## src/rtl/core/metropolis_lattice_spin_flip_top_macros.svh

```systemverilog
// Assertion macros shared by the lattice spin-flip block.
`ifndef METROPOLIS_LATTICE_SPIN_FLIP_TOP_MACROS_SVH
`define METROPOLIS_LATTICE_SPIN_FLIP_TOP_MACROS_SVH

`ifndef SYNTHESIS
// General property, checked outside reset.
`define MLSF_ASSERT(lbl, clk, rstn, prop, msg) \
    lbl: assert property (@(posedge clk) disable iff (!rstn) (prop)) else $error(msg);
// A control flag is low in the cycle after any reset edge.
`define MLSF_ASSERT_RESET(lbl, clk, rstn, sig, msg) \
    lbl: assert property (@(posedge clk) !(rstn) |=> !(sig)) else $error(msg);
`else
`define MLSF_ASSERT(lbl, clk, rstn, prop, msg)
`define MLSF_ASSERT_RESET(lbl, clk, rstn, sig, msg)
`endif

`endif

```

## src/rtl/core/mlsf_pkg.sv

```systemverilog
`default_nettype none

package mlsf_pkg;

    // Lattice geometry: a square torus whose side is a power of two.
    localparam int unsigned COORD_W = 6;
    localparam int unsigned SIDE    = 1 << COORD_W;

    // Field widths.
    localparam int unsigned ACTION_W = 2;
    localparam int unsigned DRAW_W   = 10;
    localparam int unsigned LEVEL_W  = 4;
    localparam int unsigned THR_W    = 10;
    localparam int unsigned MODE_W   = 2;
    localparam int unsigned DE_W     = 7;
    localparam int unsigned SLOTS    = 1 << LEVEL_W;

    // Neighborhood scan: five rows around the center, indexed 0..4.
    localparam int unsigned SCAN_ROWS = 5;
    localparam int unsigned K_W       = 3;
    localparam logic [K_W-1:0] ROW_CENTER = K_W'(2);

    // Item kinds.
    localparam logic [ACTION_W-1:0] ACT_LOAD   = 2'd0;
    localparam logic [ACTION_W-1:0] ACT_READ   = 2'd1;
    localparam logic [ACTION_W-1:0] ACT_THRESH = 2'd2;
    localparam logic [ACTION_W-1:0] ACT_STEP   = 2'd3;

    // Neighborhood modes; any other code acts as the eight-cell mode.
    localparam logic [MODE_W-1:0] MODE_ORTHO = 2'd0;
    localparam logic [MODE_W-1:0] MODE_EIGHT = 2'd1;
    localparam logic [MODE_W-1:0] MODE_RING2 = 2'd2;

    // Commands from the controller to the datapath.
    typedef struct packed {
        logic           capture;
        logic           thr_write;
        logic           rd_en;
        logic [K_W-1:0] rd_k;
        logic           acc_clear;
        logic           row_use;
        logic           commit;
        logic           present;
    } cmd_t;

endpackage

`default_nettype wire

```

## src/rtl/core/mlsf_ram.sv

```systemverilog
`default_nettype none

module mlsf_ram #(
    parameter int unsigned WIDTH = 8,
    parameter int unsigned DEPTH = 16
) (
    input  wire logic                     aclk,
    input  wire logic                     we,
    input  wire logic [$clog2(DEPTH)-1:0] waddr,
    input  wire logic [WIDTH-1:0]         wdata,
    input  wire logic                     re,
    input  wire logic [$clog2(DEPTH)-1:0] raddr,
    output logic      [WIDTH-1:0]         rdata
);

    logic [WIDTH-1:0] mem [DEPTH];

    // One write port, one registered read port.
    always_ff @(posedge aclk) begin
        if (we) begin
            mem[waddr] <= wdata;
        end
        if (re) begin
            rdata <= mem[raddr];
        end
    end

endmodule

`default_nettype wire

```

## src/rtl/core/mlsf_datapath.sv

```systemverilog
`default_nettype none

module mlsf_datapath (
    input  wire logic                                aclk,
    input  wire logic                                aresetn,
    input  wire logic                                cfg_wr_en,
    input  wire logic [mlsf_pkg::MODE_W-1:0]         cfg_wr_data,
    input  wire logic [mlsf_pkg::ACTION_W-1:0]       s_action,
    input  wire logic [mlsf_pkg::COORD_W-1:0]        s_column,
    input  wire logic [mlsf_pkg::COORD_W-1:0]        s_row,
    input  wire logic                                s_spin_in,
    input  wire logic [mlsf_pkg::DRAW_W-1:0]         s_draw,
    input  wire logic [mlsf_pkg::LEVEL_W-1:0]        s_level,
    input  wire logic [mlsf_pkg::THR_W-1:0]          s_threshold_value,
    input  wire mlsf_pkg::cmd_t                      cmd,
    output logic                                     m_spin_out,
    output logic                                     m_accepted,
    output logic signed [mlsf_pkg::DE_W-1:0]         m_energy_change
);

    logic [mlsf_pkg::MODE_W-1:0]   mode_reg;
    logic [mlsf_pkg::ACTION_W-1:0] act_reg;
    logic [mlsf_pkg::COORD_W-1:0]  col_reg;
    logic [mlsf_pkg::COORD_W-1:0]  row_reg;
    logic                          spin_in_reg;
    logic [mlsf_pkg::DRAW_W-1:0]   draw_reg;
    logic [mlsf_pkg::THR_W-1:0]    thr_table_reg [mlsf_pkg::SLOTS];

    logic                          acc_en_reg;
    logic [mlsf_pkg::K_W-1:0]      acc_k_reg;
    logic signed [4:0]             near_sum_reg;
    logic signed [5:0]             far_sum_reg;
    logic [mlsf_pkg::SIDE-1:0]     center_row_reg;

    logic                          res_spin_reg;
    logic                          res_acc_reg;
    logic signed [mlsf_pkg::DE_W-1:0] res_de_reg;

    logic                          ram_we;
    logic [mlsf_pkg::COORD_W-1:0]  ram_raddr;
    logic [mlsf_pkg::SIDE-1:0]     ram_wdata;
    logic [mlsf_pkg::SIDE-1:0]     ram_rdata;
    logic [mlsf_pkg::SIDE-1:0]     load_row;
    logic [mlsf_pkg::SIDE-1:0]     flip_row;

    logic signed [3:0]             row_near;
    logic signed [3:0]             row_far;

    logic                          center_bit;
    logic signed [mlsf_pkg::DE_W-1:0] de_raw;
    logic signed [mlsf_pkg::DE_W-1:0] de_val;
    logic                          de_pos;
    logic [mlsf_pkg::LEVEL_W-1:0]  slot;
    logic                          accept_flip;
    logic                          is_load;

    // Row-wide lattice memory: one word per lattice row.
    mlsf_ram #(
        .WIDTH (mlsf_pkg::SIDE),
        .DEPTH (mlsf_pkg::SIDE)
    ) u_lattice (
        .aclk  (aclk),
        .we    (ram_we),
        .waddr (row_reg),
        .wdata (ram_wdata),
        .re    (cmd.rd_en),
        .raddr (ram_raddr),
        .rdata (ram_rdata)
    );

    // Row address wraps around the torus through modular arithmetic.
    assign ram_raddr = row_reg + mlsf_pkg::COORD_W'(cmd.rd_k) - mlsf_pkg::COORD_W'(2);

    // Contribution of the row that just came out of memory.
    always_comb begin : row_sum
        int dr;
        int dc;
        int ar;
        int ac;
        int reach;
        int n;
        int near_acc;
        int far_acc;
        logic use_cell;
        logic [mlsf_pkg::COORD_W-1:0] cidx;
        near_acc = 0;
        far_acc  = 0;
        dr = int'(acc_k_reg) - 2;
        ar = (dr < 0) ? -dr : dr;
        for (int kc = 0; kc < 5; kc++) begin
            dc    = kc - 2;
            ac    = (dc < 0) ? -dc : dc;
            reach = (ar > ac) ? ar : ac;
            if (mode_reg == mlsf_pkg::MODE_ORTHO) begin
                use_cell = (ar + ac == 1);
            end else if (mode_reg == mlsf_pkg::MODE_RING2) begin
                use_cell = 1'b1;
            end else begin
                use_cell = (reach == 1);
            end
            cidx = col_reg + mlsf_pkg::COORD_W'(kc) - mlsf_pkg::COORD_W'(2);
            n = ram_rdata[cidx] ? 1 : -1;
            if (use_cell && reach == 1) begin
                near_acc = near_acc + n;
            end else if (use_cell && reach == 2) begin
                far_acc = far_acc + n;
            end
        end
        row_near = 4'(near_acc);
        row_far  = 4'(far_acc);
    end

    // Energy change of the trial flip and the acceptance test.
    assign center_bit = center_row_reg[col_reg];
    assign de_raw     = (mlsf_pkg::DE_W'(near_sum_reg) <<< 1) - mlsf_pkg::DE_W'(far_sum_reg);
    assign de_val     = center_bit ? de_raw : -de_raw;
    assign de_pos     = !de_val[mlsf_pkg::DE_W-1] && (de_val != '0);
    assign slot       = mlsf_pkg::LEVEL_W'(de_val[5:1] - 5'd1);
    assign accept_flip = !de_pos || (draw_reg < thr_table_reg[slot]);
    assign is_load    = (act_reg == mlsf_pkg::ACT_LOAD);

    // Write-back rows for a spin load and for a committed step.
    always_comb begin
        load_row = ram_rdata;
        load_row[col_reg] = spin_in_reg;
        flip_row = center_row_reg;
        flip_row[col_reg] = center_bit ^ accept_flip;
    end

    assign ram_we    = (cmd.row_use && is_load) || cmd.commit;
    assign ram_wdata = cmd.commit ? flip_row : load_row;

    // Control state: mode register and the accumulate strobe.
    always_ff @(posedge aclk) begin
        if (!aresetn) begin
            mode_reg   <= mlsf_pkg::MODE_EIGHT;
            acc_en_reg <= 1'b0;
        end else begin
            if (cfg_wr_en) begin
                mode_reg <= cfg_wr_data;
            end
            acc_en_reg <= cmd.rd_en;
        end
    end

    // Item fields, threshold table, sums and results.
    always_ff @(posedge aclk) begin
        acc_k_reg <= cmd.rd_k;
        if (cmd.capture) begin
            act_reg     <= s_action;
            col_reg     <= s_column;
            row_reg     <= s_row;
            spin_in_reg <= s_spin_in;
            draw_reg    <= s_draw;
        end
        if (cmd.thr_write) begin
            thr_table_reg[s_level] <= s_threshold_value;
        end
        if (cmd.acc_clear) begin
            near_sum_reg <= '0;
            far_sum_reg  <= '0;
        end else if (acc_en_reg) begin
            near_sum_reg <= near_sum_reg + 5'(row_near);
            far_sum_reg  <= far_sum_reg + 6'(row_far);
            if (acc_k_reg == mlsf_pkg::ROW_CENTER) begin
                center_row_reg <= ram_rdata;
            end
        end
        if (cmd.thr_write) begin
            res_spin_reg <= 1'b0;
            res_acc_reg  <= 1'b0;
            res_de_reg   <= '0;
        end else if (cmd.row_use) begin
            res_spin_reg <= is_load ? spin_in_reg : ram_rdata[col_reg];
            res_acc_reg  <= 1'b0;
            res_de_reg   <= '0;
        end else if (cmd.commit) begin
            res_spin_reg <= center_bit ^ accept_flip;
            res_acc_reg  <= accept_flip;
            res_de_reg   <= de_val;
        end
        if (cmd.present) begin
            m_spin_out      <= res_spin_reg;
            m_accepted      <= res_acc_reg;
            m_energy_change <= res_de_reg;
        end
    end

endmodule

`default_nettype wire

```

## src/rtl/core/mlsf_ctrl.sv

```systemverilog
`default_nettype none

`include "metropolis_lattice_spin_flip_top_macros.svh"

module mlsf_ctrl (
    input  wire logic                          aclk,
    input  wire logic                          aresetn,
    input  wire logic                          s_valid,
    output logic                               s_ready,
    input  wire logic [mlsf_pkg::ACTION_W-1:0] s_action,
    output logic                               m_valid,
    input  wire logic                          m_ready,
    output mlsf_pkg::cmd_t                     cmd
);

    localparam logic [2:0] S_IDLE    = 3'd0;
    localparam logic [2:0] S_ROW_RD  = 3'd1;
    localparam logic [2:0] S_ROW_USE = 3'd2;
    localparam logic [2:0] S_SCAN    = 3'd3;
    localparam logic [2:0] S_EVAL    = 3'd4;
    localparam logic [2:0] S_DECIDE  = 3'd5;
    localparam logic [2:0] S_DONE    = 3'd6;

    logic [2:0]               state_reg;
    logic [2:0]               state_next;
    logic [mlsf_pkg::K_W-1:0] cnt_reg;
    logic [mlsf_pkg::K_W-1:0] cnt_next;
    logic                     m_valid_reg;
    logic                     m_valid_next;

    assign s_ready = (state_reg == S_IDLE);
    assign m_valid = m_valid_reg;

    // Sequencer for one item at a time.
    always_comb begin
        state_next   = state_reg;
        cnt_next     = cnt_reg;
        cmd          = '0;
        m_valid_next = m_valid_reg && !m_ready;
        unique case (state_reg)
            S_IDLE: begin
                if (s_valid) begin
                    cmd.capture = 1'b1;
                    unique case (s_action)
                        mlsf_pkg::ACT_LOAD, mlsf_pkg::ACT_READ: begin
                            state_next = S_ROW_RD;
                        end
                        mlsf_pkg::ACT_THRESH: begin
                            cmd.thr_write = 1'b1;
                            state_next    = S_DONE;
                        end
                        mlsf_pkg::ACT_STEP: begin
                            cmd.acc_clear = 1'b1;
                            cnt_next      = '0;
                            state_next    = S_SCAN;
                        end
                        default: begin
                            state_next = S_IDLE;
                        end
                    endcase
                end
            end
            S_ROW_RD: begin
                cmd.rd_en  = 1'b1;
                cmd.rd_k   = mlsf_pkg::ROW_CENTER;
                state_next = S_ROW_USE;
            end
            S_ROW_USE: begin
                cmd.row_use = 1'b1;
                state_next  = S_DONE;
            end
            S_SCAN: begin
                cmd.rd_en = 1'b1;
                cmd.rd_k  = cnt_reg;
                if (cnt_reg == mlsf_pkg::K_W'(mlsf_pkg::SCAN_ROWS - 1)) begin
                    state_next = S_EVAL;
                end else begin
                    cnt_next = cnt_reg + 1'b1;
                end
            end
            S_EVAL: begin
                state_next = S_DECIDE;
            end
            S_DECIDE: begin
                cmd.commit = 1'b1;
                state_next = S_DONE;
            end
            S_DONE: begin
                if (!m_valid_reg || m_ready) begin
                    cmd.present  = 1'b1;
                    m_valid_next = 1'b1;
                    state_next   = S_IDLE;
                end
            end
            default: begin
                state_next = S_IDLE;
            end
        endcase
    end

    // State, scan counter and result-valid flag.
    always_ff @(posedge aclk) begin
        if (!aresetn) begin
            state_reg   <= S_IDLE;
            cnt_reg     <= '0;
            m_valid_reg <= 1'b0;
        end else begin
            state_reg   <= state_next;
            cnt_reg     <= cnt_next;
            m_valid_reg <= m_valid_next;
        end
    end

    `MLSF_ASSERT_RESET(a_mvalid_rst, aclk, aresetn, m_valid_reg, "result valid after reset")
    `MLSF_ASSERT(a_busy_after_xfer, aclk, aresetn, (s_valid && s_ready) |=> !s_ready, "ready right after a transfer")
    `MLSF_ASSERT(a_scan_bound, aclk, aresetn, (state_reg == S_SCAN) |-> (cnt_reg < mlsf_pkg::K_W'(mlsf_pkg::SCAN_ROWS)), "scan counter out of range")
    `MLSF_ASSERT(a_present_from_done, aclk, aresetn, $rose(m_valid_reg) |-> $past(state_reg == S_DONE), "result raised outside the done state")
    `MLSF_ASSERT(a_done_holds, aclk, aresetn, (state_reg == S_DONE && m_valid_reg && !m_ready) |=> (state_reg == S_DONE), "pending result overwritten")

endmodule

`default_nettype wire

```

## src/rtl/core/metropolis_lattice_spin_flip_top.sv

```systemverilog
// From input transfer to result valid: a threshold write goes straight to the present
// step; a spin load or read does one row read and one row use; a Metropolis step does
// five row reads of the row-wide lattice memory, one accumulate, one decide/write-back
// and one present. A new item is taken only once the last result is presented.
// Reset (aresetn low, synchronous) clears control and sets the neighborhood mode to 1;
// lattice and threshold contents are undefined until written.
`default_nettype none

module metropolis_lattice_spin_flip_top (
    input  wire logic                                aclk,
    input  wire logic                                aresetn,
    input  wire logic                                cfg_wr_en,
    input  wire logic [mlsf_pkg::MODE_W-1:0]         cfg_wr_data,
    input  wire logic                                s_valid,
    output logic                                     s_ready,
    input  wire logic [mlsf_pkg::ACTION_W-1:0]       s_action,
    input  wire logic [mlsf_pkg::COORD_W-1:0]        s_column,
    input  wire logic [mlsf_pkg::COORD_W-1:0]        s_row,
    input  wire logic                                s_spin_in,
    input  wire logic [mlsf_pkg::DRAW_W-1:0]         s_draw,
    input  wire logic [mlsf_pkg::LEVEL_W-1:0]        s_level,
    input  wire logic [mlsf_pkg::THR_W-1:0]          s_threshold_value,
    output logic                                     m_valid,
    input  wire logic                                m_ready,
    output logic                                     m_spin_out,
    output logic                                     m_accepted,
    output logic signed [mlsf_pkg::DE_W-1:0]         m_energy_change
);

    mlsf_pkg::cmd_t cmd;

    // Controller: sequences each item and owns both handshakes.
    mlsf_ctrl u_ctrl (
        .aclk     (aclk),
        .aresetn  (aresetn),
        .s_valid  (s_valid),
        .s_ready  (s_ready),
        .s_action (s_action),
        .m_valid  (m_valid),
        .m_ready  (m_ready),
        .cmd      (cmd)
    );

    // Datapath: lattice memory, threshold table, sums and result registers.
    mlsf_datapath u_datapath (
        .aclk              (aclk),
        .aresetn           (aresetn),
        .cfg_wr_en         (cfg_wr_en),
        .cfg_wr_data       (cfg_wr_data),
        .s_action          (s_action),
        .s_column          (s_column),
        .s_row             (s_row),
        .s_spin_in         (s_spin_in),
        .s_draw            (s_draw),
        .s_level           (s_level),
        .s_threshold_value (s_threshold_value),
        .cmd               (cmd),
        .m_spin_out        (m_spin_out),
        .m_accepted        (m_accepted),
        .m_energy_change   (m_energy_change)
    );

endmodule

`default_nettype wire

```

## config.mk

```make
export PLATFORM = sky130hd
export DESIGN_NAME = metropolis_lattice_spin_flip_top
export DESIGN_NICKNAME = d
export VERILOG_FILES = /design/src/rtl/core/mlsf_pkg.sv /design/src/rtl/core/mlsf_ram.sv /design/src/rtl/core/mlsf_datapath.sv /design/src/rtl/core/mlsf_ctrl.sv /design/src/rtl/core/metropolis_lattice_spin_flip_top.sv
export VERILOG_INCLUDE_DIRS = /design/src /design/src/rtl/core
export SDC_FILE = /design/constraint.sdc
export NUM_CORES = 2
export LEC_CHECK = 0
export BUFFER_PORTS_ARGS = -buffer_cell sky130_fd_sc_hd__buf_4
export CAP_MARGIN = 10
export CORE_ASPECT_RATIO = 1.4
export CORE_MARGIN = 2
export CORE_UTILIZATION = 43
export CTS_CLUSTER_DIAMETER = 100
export DETAILED_ROUTE_END_ITERATION = 10
export PLACE_DENSITY = 0.54
export SYNTH_ARGS = -nofsm -noshare
export SYNTH_HDL_FRONTEND = slang
export SYNTH_MEMORY_MAX_BITS = 65536
export SYNTH_SLANG_ARGS = --single-unit
```

## constraint.sdc

```tcl
create_clock -name aclk -period 13 [get_ports aclk]
set_input_delay 2.6 -clock aclk [delete_from_list [all_inputs] [get_ports aclk]]
set_output_delay 2.6 -clock aclk [all_outputs]
set_load 0.1 [all_outputs]
```

* After elaboration in Yosys (flattened, before gate mapping) *
Memory sizes are Yosys's and may differ from the RTL's. A register that Yosys moved wholly into a read port is not among the register bits.
Cells that the tools add are included.

cells by class
  reductions and logical operators = 30
  shifts and indexed selects = 0
  multipliers = 0
  $add $sub $neg = 29
  magnitude comparators = 12
  muxes and demuxes = 79
  equality and inequality tests = 26
  bitwise gates (word level) = 2
  divide/modulo/power cells = 0

operators with widths
  operator                                                        count
  equality test 32 x 2 -> 1 bit, second input constant            6
  bitwise mux 64 bit                                              2
  two-way mux 32 bit                                              4
  equality test 32 x 3 -> 1 bit, second input constant            3
  two-way mux 4 bit                                               20
  two-way mux 64 bit                                              1
  binary-select mux 1 bit (select 6 bit)                          7
  less-than comparator 6 x 7 -> 1 bit, second input constant      6
  subtractor 6 x 2 -> 6 bit, second input constant                6
  adder 32 x 2 -> 32 bit, second input constant                   1
  adder 32 x 3 -> 32 bit, second input constant                   1
  adder 4 bit                                                     8
  greater-than comparator 32 x 1 -> 1 bit, second input constant  1
  greater-than comparator 32 x 2 -> 1 bit, second input constant  1
  greater-than comparator 32 x 3 -> 1 bit, second input constant  1
  less-than comparator 32 x 1 -> 1 bit, second input constant     1
  negator 32 bit                                                  1
  two-way mux 1 bit                                               31
  two-way mux 3 bit                                               6
  one-hot mux 3 bit (6 select lines)                              1
  adder 6 x 2 -> 6 bit, second input constant                     2
  equality test 3 bit, second input constant                      4
  logical AND 1 bit                                               10
  less-than comparator 10 bit                                     1
  other kinds (34)                                                53

storage, ports and cells
  ROM bits = 0
  flip-flop bits (word level) = 131
  output and inout bits = 11
  memory bits (writable) = 4256
  latch bits = 0
  memories kept = 2

memory list
  name                      depth  bits a word  rd ports  clocked after Yosys merged registers in  wr ports  line                 text
  u_datapath.u_lattice.mem  64     64           1         1                                        1         mlsf_ram.sv:16       logic [WIDTH-1:0] mem [DEPTH];
  u_datapath.thr_table_reg  16     10           1         0                                        1         mlsf_datapath.sv:27  logic [mlsf_pkg::THR_W-1:0] thr_table_reg [mlsf_pkg::SLOTS];

* Longest topological paths before layout *
  depth in word-level cells = 24
  depth in mapped cells = 36

* Modules after synthesis *
A second synthesis with hierarchy kept.

unflattened totals
  cell total of the unflattened synthesis = 7996
  area total of the unflattened synthesis = 175388.2 um^2

by module, submodules not included
  module         seq. area each (um^2)  instances  area an instance (um^2)  cells an instance
  mlsf_ram       124919.8               1          156989.3                 6598
  mlsf_datapath  8267.9                 1          17909.7                  1336
  mlsf_ctrl      140.1                  1          489.2                    62

* Worst setup path after synthesis *
Ideal clock, no wire load.

  path type = flip-flop to flip-flop
  start point = register u_datapath.col_reg[0] (netlist bit)
  end point = register u_datapath.far_sum_reg[5]
  data arrival time = 10.145 ns
  library setup time = 0.071 ns
  period minus slack after synthesis = 10.216 ns
  setup slack = 2.784 ns
  buffers on the path = 9
  stages on the path, launching flop included = 35
  path through = edfxtp_1 > buf_6 > buf_2 > buf_2 > buf_2 > buf_2 > buf_1 > clkbuf_1 > inv_1 > ha_1 > clkbuf_1 > clkbuf_1 > mux4_2 > mux4_2 > mux2_2 > a21oi_1 > fa_1 > a21oi_1 > fa_1 > mux2i_1 > fa_1 > mux2_2 > ha_1 > a21o_1 > a21oi_1 > xnor2_1 > nand2_1 > xnor3_1 > ha_1 > inv_1 > o21bai_1 > a21oi_1 > xor2_1 > or3_1 > a21oi_1

on the way
  cells in the longest elaborated chain, start to end = 19
  elaborated cells on any way between the ends = 39

RTL lines
  item                                                           line                  text
  start, declared                                                mlsf_datapath.sv:23   logic [mlsf_pkg::COORD_W-1:0] col_reg;
  start signal, assigned                                         mlsf_datapath.sv:151  col_reg <= s_column;
  branches (longest 17 deep; another with adder 6 x 1 -> 6 bit)  --
  two-way mux 4 bit *                                            mlsf_datapath.sv:103  if (use_cell && reach == 1) begin
  adder 6 x 4 -> 6 bit *                                         mlsf_datapath.sv:164  far_sum_reg <= far_sum_reg + 6'(row_far);
  end signal, assigned                                           mlsf_datapath.sv:164
  end, declared                                                  mlsf_datapath.sv:32   logic signed [5:0] far_sum_reg;

Every way passes the cells marked *. The select of a mux whose other input is x is not followed.
A chain may end at the register's enable or synchronous reset.

* Worst setup path in the final report *
  start point = register u_datapath.col_reg[3] (netlist bit)
  end point = memory u_datapath.u_lattice.mem[50][33] (netlist bit) (data pin)

on the way
  cells in the longest elaborated chain, start to end = 10
  elaborated cells on any way between the ends = 20

RTL lines
  item                                                              line                  text
  binary-select mux 1 bit (select 6 bit)                            mlsf_datapath.sv:114  assign center_bit = center_row_reg[col_reg];
  two-way mux 1 bit (not written as such)                           mlsf_datapath.sv:114
  two-way mux 7 bit                                                 mlsf_datapath.sv:116  assign de_val = center_bit ? de_raw : -de_raw;
  subtractor 4 x 1 -> 4 bit (tied with other cells)                 mlsf_datapath.sv:118  assign slot = mlsf_pkg::LEVEL_W'(de_val[5:1] - 5'd1);
  memory (16 x 10 bit) or logical AND 1 bit (tied branches)         --
  less-than comparator 10 bit or logical NOT 1 bit (tied branches)  mlsf_datapath.sv:119  assign accept_flip = !de_pos || (draw_reg < thr_table_reg[slot]);
  logical OR 1 bit                                                  mlsf_datapath.sv:119
  XOR 1 bit                                                         mlsf_datapath.sv:127  flip_row[col_reg] = center_bit ^ accept_flip;
  bitwise mux 64 bit                                                mlsf_datapath.sv:127
  two-way mux 64 bit *                                              mlsf_datapath.sv:131  assign ram_wdata = cmd.commit ? flip_row : load_row;
  named net u_datapath.ram_wdata (one bit)                          mlsf_datapath.sv:41   logic [mlsf_pkg::SIDE-1:0] ram_wdata;
  end, declared                                                     mlsf_ram.sv:16

The timed path passes the listed nets; every way through them passes the cells marked *. The select of a mux whose other input is x is not followed.

==> results.cfg <==
[routing]
drcViolationCount = 0
wl_per_cell_um = 40.97
dr.pass1.iters = 5
wl_mm = 561.4
vias = 87728
drtIter0Drc = 12763
ant_nets = 0
via_per_inst = 6.402

[logic_synthesis]
synthMuxAreaShare_pct = 19.22
async_flop_share_pct = 0
synth_edf_count = 4418
avgSynthCellArea_um2 = 23.28
yosysUniqueCellTypes = 61
ys_seq_area_share_pct = 76.17
synth_compound_area_share_pct = 1.326
synth_top_family_by_area = multiplexers
synthAdderAreaFrac_pct = 0.6118
synth-simple-area-share_pct = 1.394
synth_area_mm2 = 0.1750
ys_ff_latch = 4451
synth-xor-area-share_pct = 0.2873
synthCells = 7519
ys.flop_type = edfxtp_1
yosys_warnings = 0

[timing]
finClkSkew_ns = 0.05101
max_freq_mhz = 102.9
period_share_pct = 74.78
drv_slew = 0
worstMarginPinSlew_ns = 1.306
report.final.setup_viol = 0
hold_viol = 0
rsz0062_at_grt = no
min_period_ns = 9.722
slew_headroom_pct = 12.36
fin_setup_tns_ns = 0

[layout]
post_route_cells_drive_above_1_share_pct = 31.16
seqCellArea_mm2 = 0.1333
final_area_mm2 = 0.1985
multiInputGateArea_mm2 = 0.04118
nNetsFinal = 8035
largest_reg_flops = 4096
syn2layout_area_growth_pct = 13.39
nFillCells = 32309

[run]
max_cap_violations = 0

[worst_hold_path]
worstHoldPathType = reg2reg

[setup_path]
worstPathMaxFanout = 64
crit_type = reg2reg
critical-path-max-stage-delay_ns = 0.89
required_ns = 13.65
critPathLaunchType = register
worst_path_max_delay_cell = nor4_2
cp_data_arrival_time_ns = 10.37
worst_setup_path_end_kind = register

[global_route]
grt_pass1_vias = 87276
grt_remaining_overflow = 0
antenna_found_initial = 22
grt_max_degree = 112
grt_pass1_wl_mm = 752.5
grtUsageTotal_pct = 27.02

[clock_tree]
cts_tree = yes
h-tree-depth = 5
numClockSinks = 4451
clk_pin_slew_worst_paths_ns = 0.07
cts_setup_buffers = 0
ctsResizeCount = 0
cts_buffers = 420
clk_latency_ns = 0.99
hold_buffers = 0
cts_buffer_depth = 4
cts-root-buf = clkbuf_16

[placed_design]
io_buffer_count = 56
placed_cell_area_mm2 = 0.1846
place_congestion = 0.8456
dp_hpwl_mm = 289.9

[pwr]
power.switching_mw = 13.17
combPwrFrac_pct = 28.9
p_total_mw = 41.97
pwr-share-seq_pct = 41.5
p_leak_nw = 61.28
peakVddDrop_mv = 1.270
p_clk_share_pct = 29.6
powerDensity_mw_per_mm2 = 211.4
power_switching_share_pct = 31.37
power.internal_mw = 28.80

[floorplanning]
die_h_um = 758.9
initial_core_util_pct = 43.13
fp.dieW_um = 543.2
pin_count = 57
dieArea_mm2 = 0.4123
row_count = 277
core_mm2 = 0.4058

[run_status]
status = finished clean
==> layer usage <==
layer	wire length [um]	track usage, %	vias up	part of all wire (%)
met4	19140	8.406	4	3.4
met5	26	0	-	0.0046
met2	280100	45.18	4503	50
met3	46070	4.255	880	8.2
li1	-	-	33026	-
met1	216100	36.52	49315	38
==> kinds of logic after synthesis <==
family                   count (synthesis)
flip-flops                            4451
other                                    2
AND/OR/NAND/NOR                        542
adder cells (fa/ha/maj)                 78
XOR/XNOR                                55
multiplexers                          1568
buffers and inverters                  450
AO/OA/AOI/OAI                          373
==> final cells by class <==
cell class | instances | share of cell area, %
clock buffer | 522 | 5.640
timing repair buffer | 376 | 1.672
multi-input combinational | 2620 | 20.75
inverter | 43 | 0.08132
sequential | 4451 | 67.17
antenna | 14 | 0.01765
tap | 5440 | 3.429
clock inverter | 238 | 1.241
==> cells in the mapped netlist, types with 4 or more instances <==
cell type  number  area [um^2]
edfxtp_1     4418       132700
mux4_2       1432        32250
clkbuf_1      278         1044
nor2_1        217        814.5
a21oi_1       167        835.8
nand2_1       141        529.3
mux2i_1       114         1141
buf_1         109        409.1
nor2b_1        81        506.7
a211oi_1       73        548.0
ha_1           64        800.8
a31oi_1        41        256.5
inv_1          40        150.1
dfxtp_1        33        660.6
xnor2_1        33        289.0
nand3_1        28        140.1
o21ai_0        23        115.1
nor3_1         22        110.1
mux2_2         20        225.2
xor2_1         20        175.2
buf_2          16        80.08
nand2b_1       16        100.1
a21o_1         15        112.6
fa_1           13        260.3
o31ai_1        12        90.09
and3_1         10        62.56
a22oi_1         9        67.56
and2_1          6        37.54
nor4_1          5        31.28
o21bai_1        5        37.54
buf_6           4        45.04
nand4_1         4        25.02
or3_1           4        25.02
==> cell usage in the layout, fill, tap and decap left out, drive strengths merged, types with 48 or more instances in the layout <==
cell type / instances
nor2b: 81
edfxtp: 4418
clkinv: 166
nand2: 141
a21oi: 167
buf: 376
nor2: 217
a211oi: 74
mux2i: 114
inv: 48
mux4: 1432
ha: 64
clkbuf: 522
==> path summary, 6_finish.rpt <==
path,startpoint,end,slack [ns],cells past startpoint
max,u_datapath.col_reg[3]$_DFFE_PP_,u_datapath.u_lattice.mem[50][33]$_DFFE_PP_,3.28,28
min,u_datapath.res_de_reg[5]$_SDFFE_PP0P_,u_datapath.m_energy_change[5]$_DFFE_PP_,0.44,0
max reg2reg,u_datapath.col_reg[3]$_DFFE_PP_,u_datapath.u_lattice.mem[50][33]$_DFFE_PP_,3.28,28
min reg2reg,u_datapath.res_de_reg[5]$_SDFFE_PP0P_,u_datapath.m_energy_change[5]$_DFFE_PP_,0.44,0
==> worst max-delay path: cells and delay by family, from the launching register on <==
family          cells  cell delay (ns)
compound gates     12             2.55
xor+xnor            2             0.33
fa+ha+maj           2             0.49
buf+inv             6             2.87
flops               1             0.32
mux                 2             0.68
simple gates        4             1.98
==> power by group through the flow <==
| stage | Combinational (mW) | Clock [mW] | Sequential (mW) |
|---|---|---|---|
| floorplan | 7.54 | 0 | 17.7 |
| global placement | 12.1 | 0 | 17.7 |
| detailed placement | 12.1 | 0 | 17.7 |
| CTS | 12.2 | 12.6 | 17.4 |
| global route | 12.8 | 13.1 | 17.4 |
| finish | 12.1 | 12.4 | 17.4 |
==> stage by stage <==
| stage | util [%] | instances | hold slack, ns | worst slack [ns] |
|---|---|---|---|---|
| CTS | 48.85 | 13681 | 0.4417 | 3.171 |
| global placement | 45.48 | 12920 | 0.4220 | 3.203 |
| detailed placement | 45.49 | 12921 | 0.4227 | 3.227 |
| global route | 48.90 | 13695 | 0.4542 | 2.764 |
| floorplan | - | 7521 | 0.4081 | 2.784 |
| finish | 48.91 | 13704 | 0.4381 | 3.278 |
No activity file was read; power rests on OpenSTA's default activity.
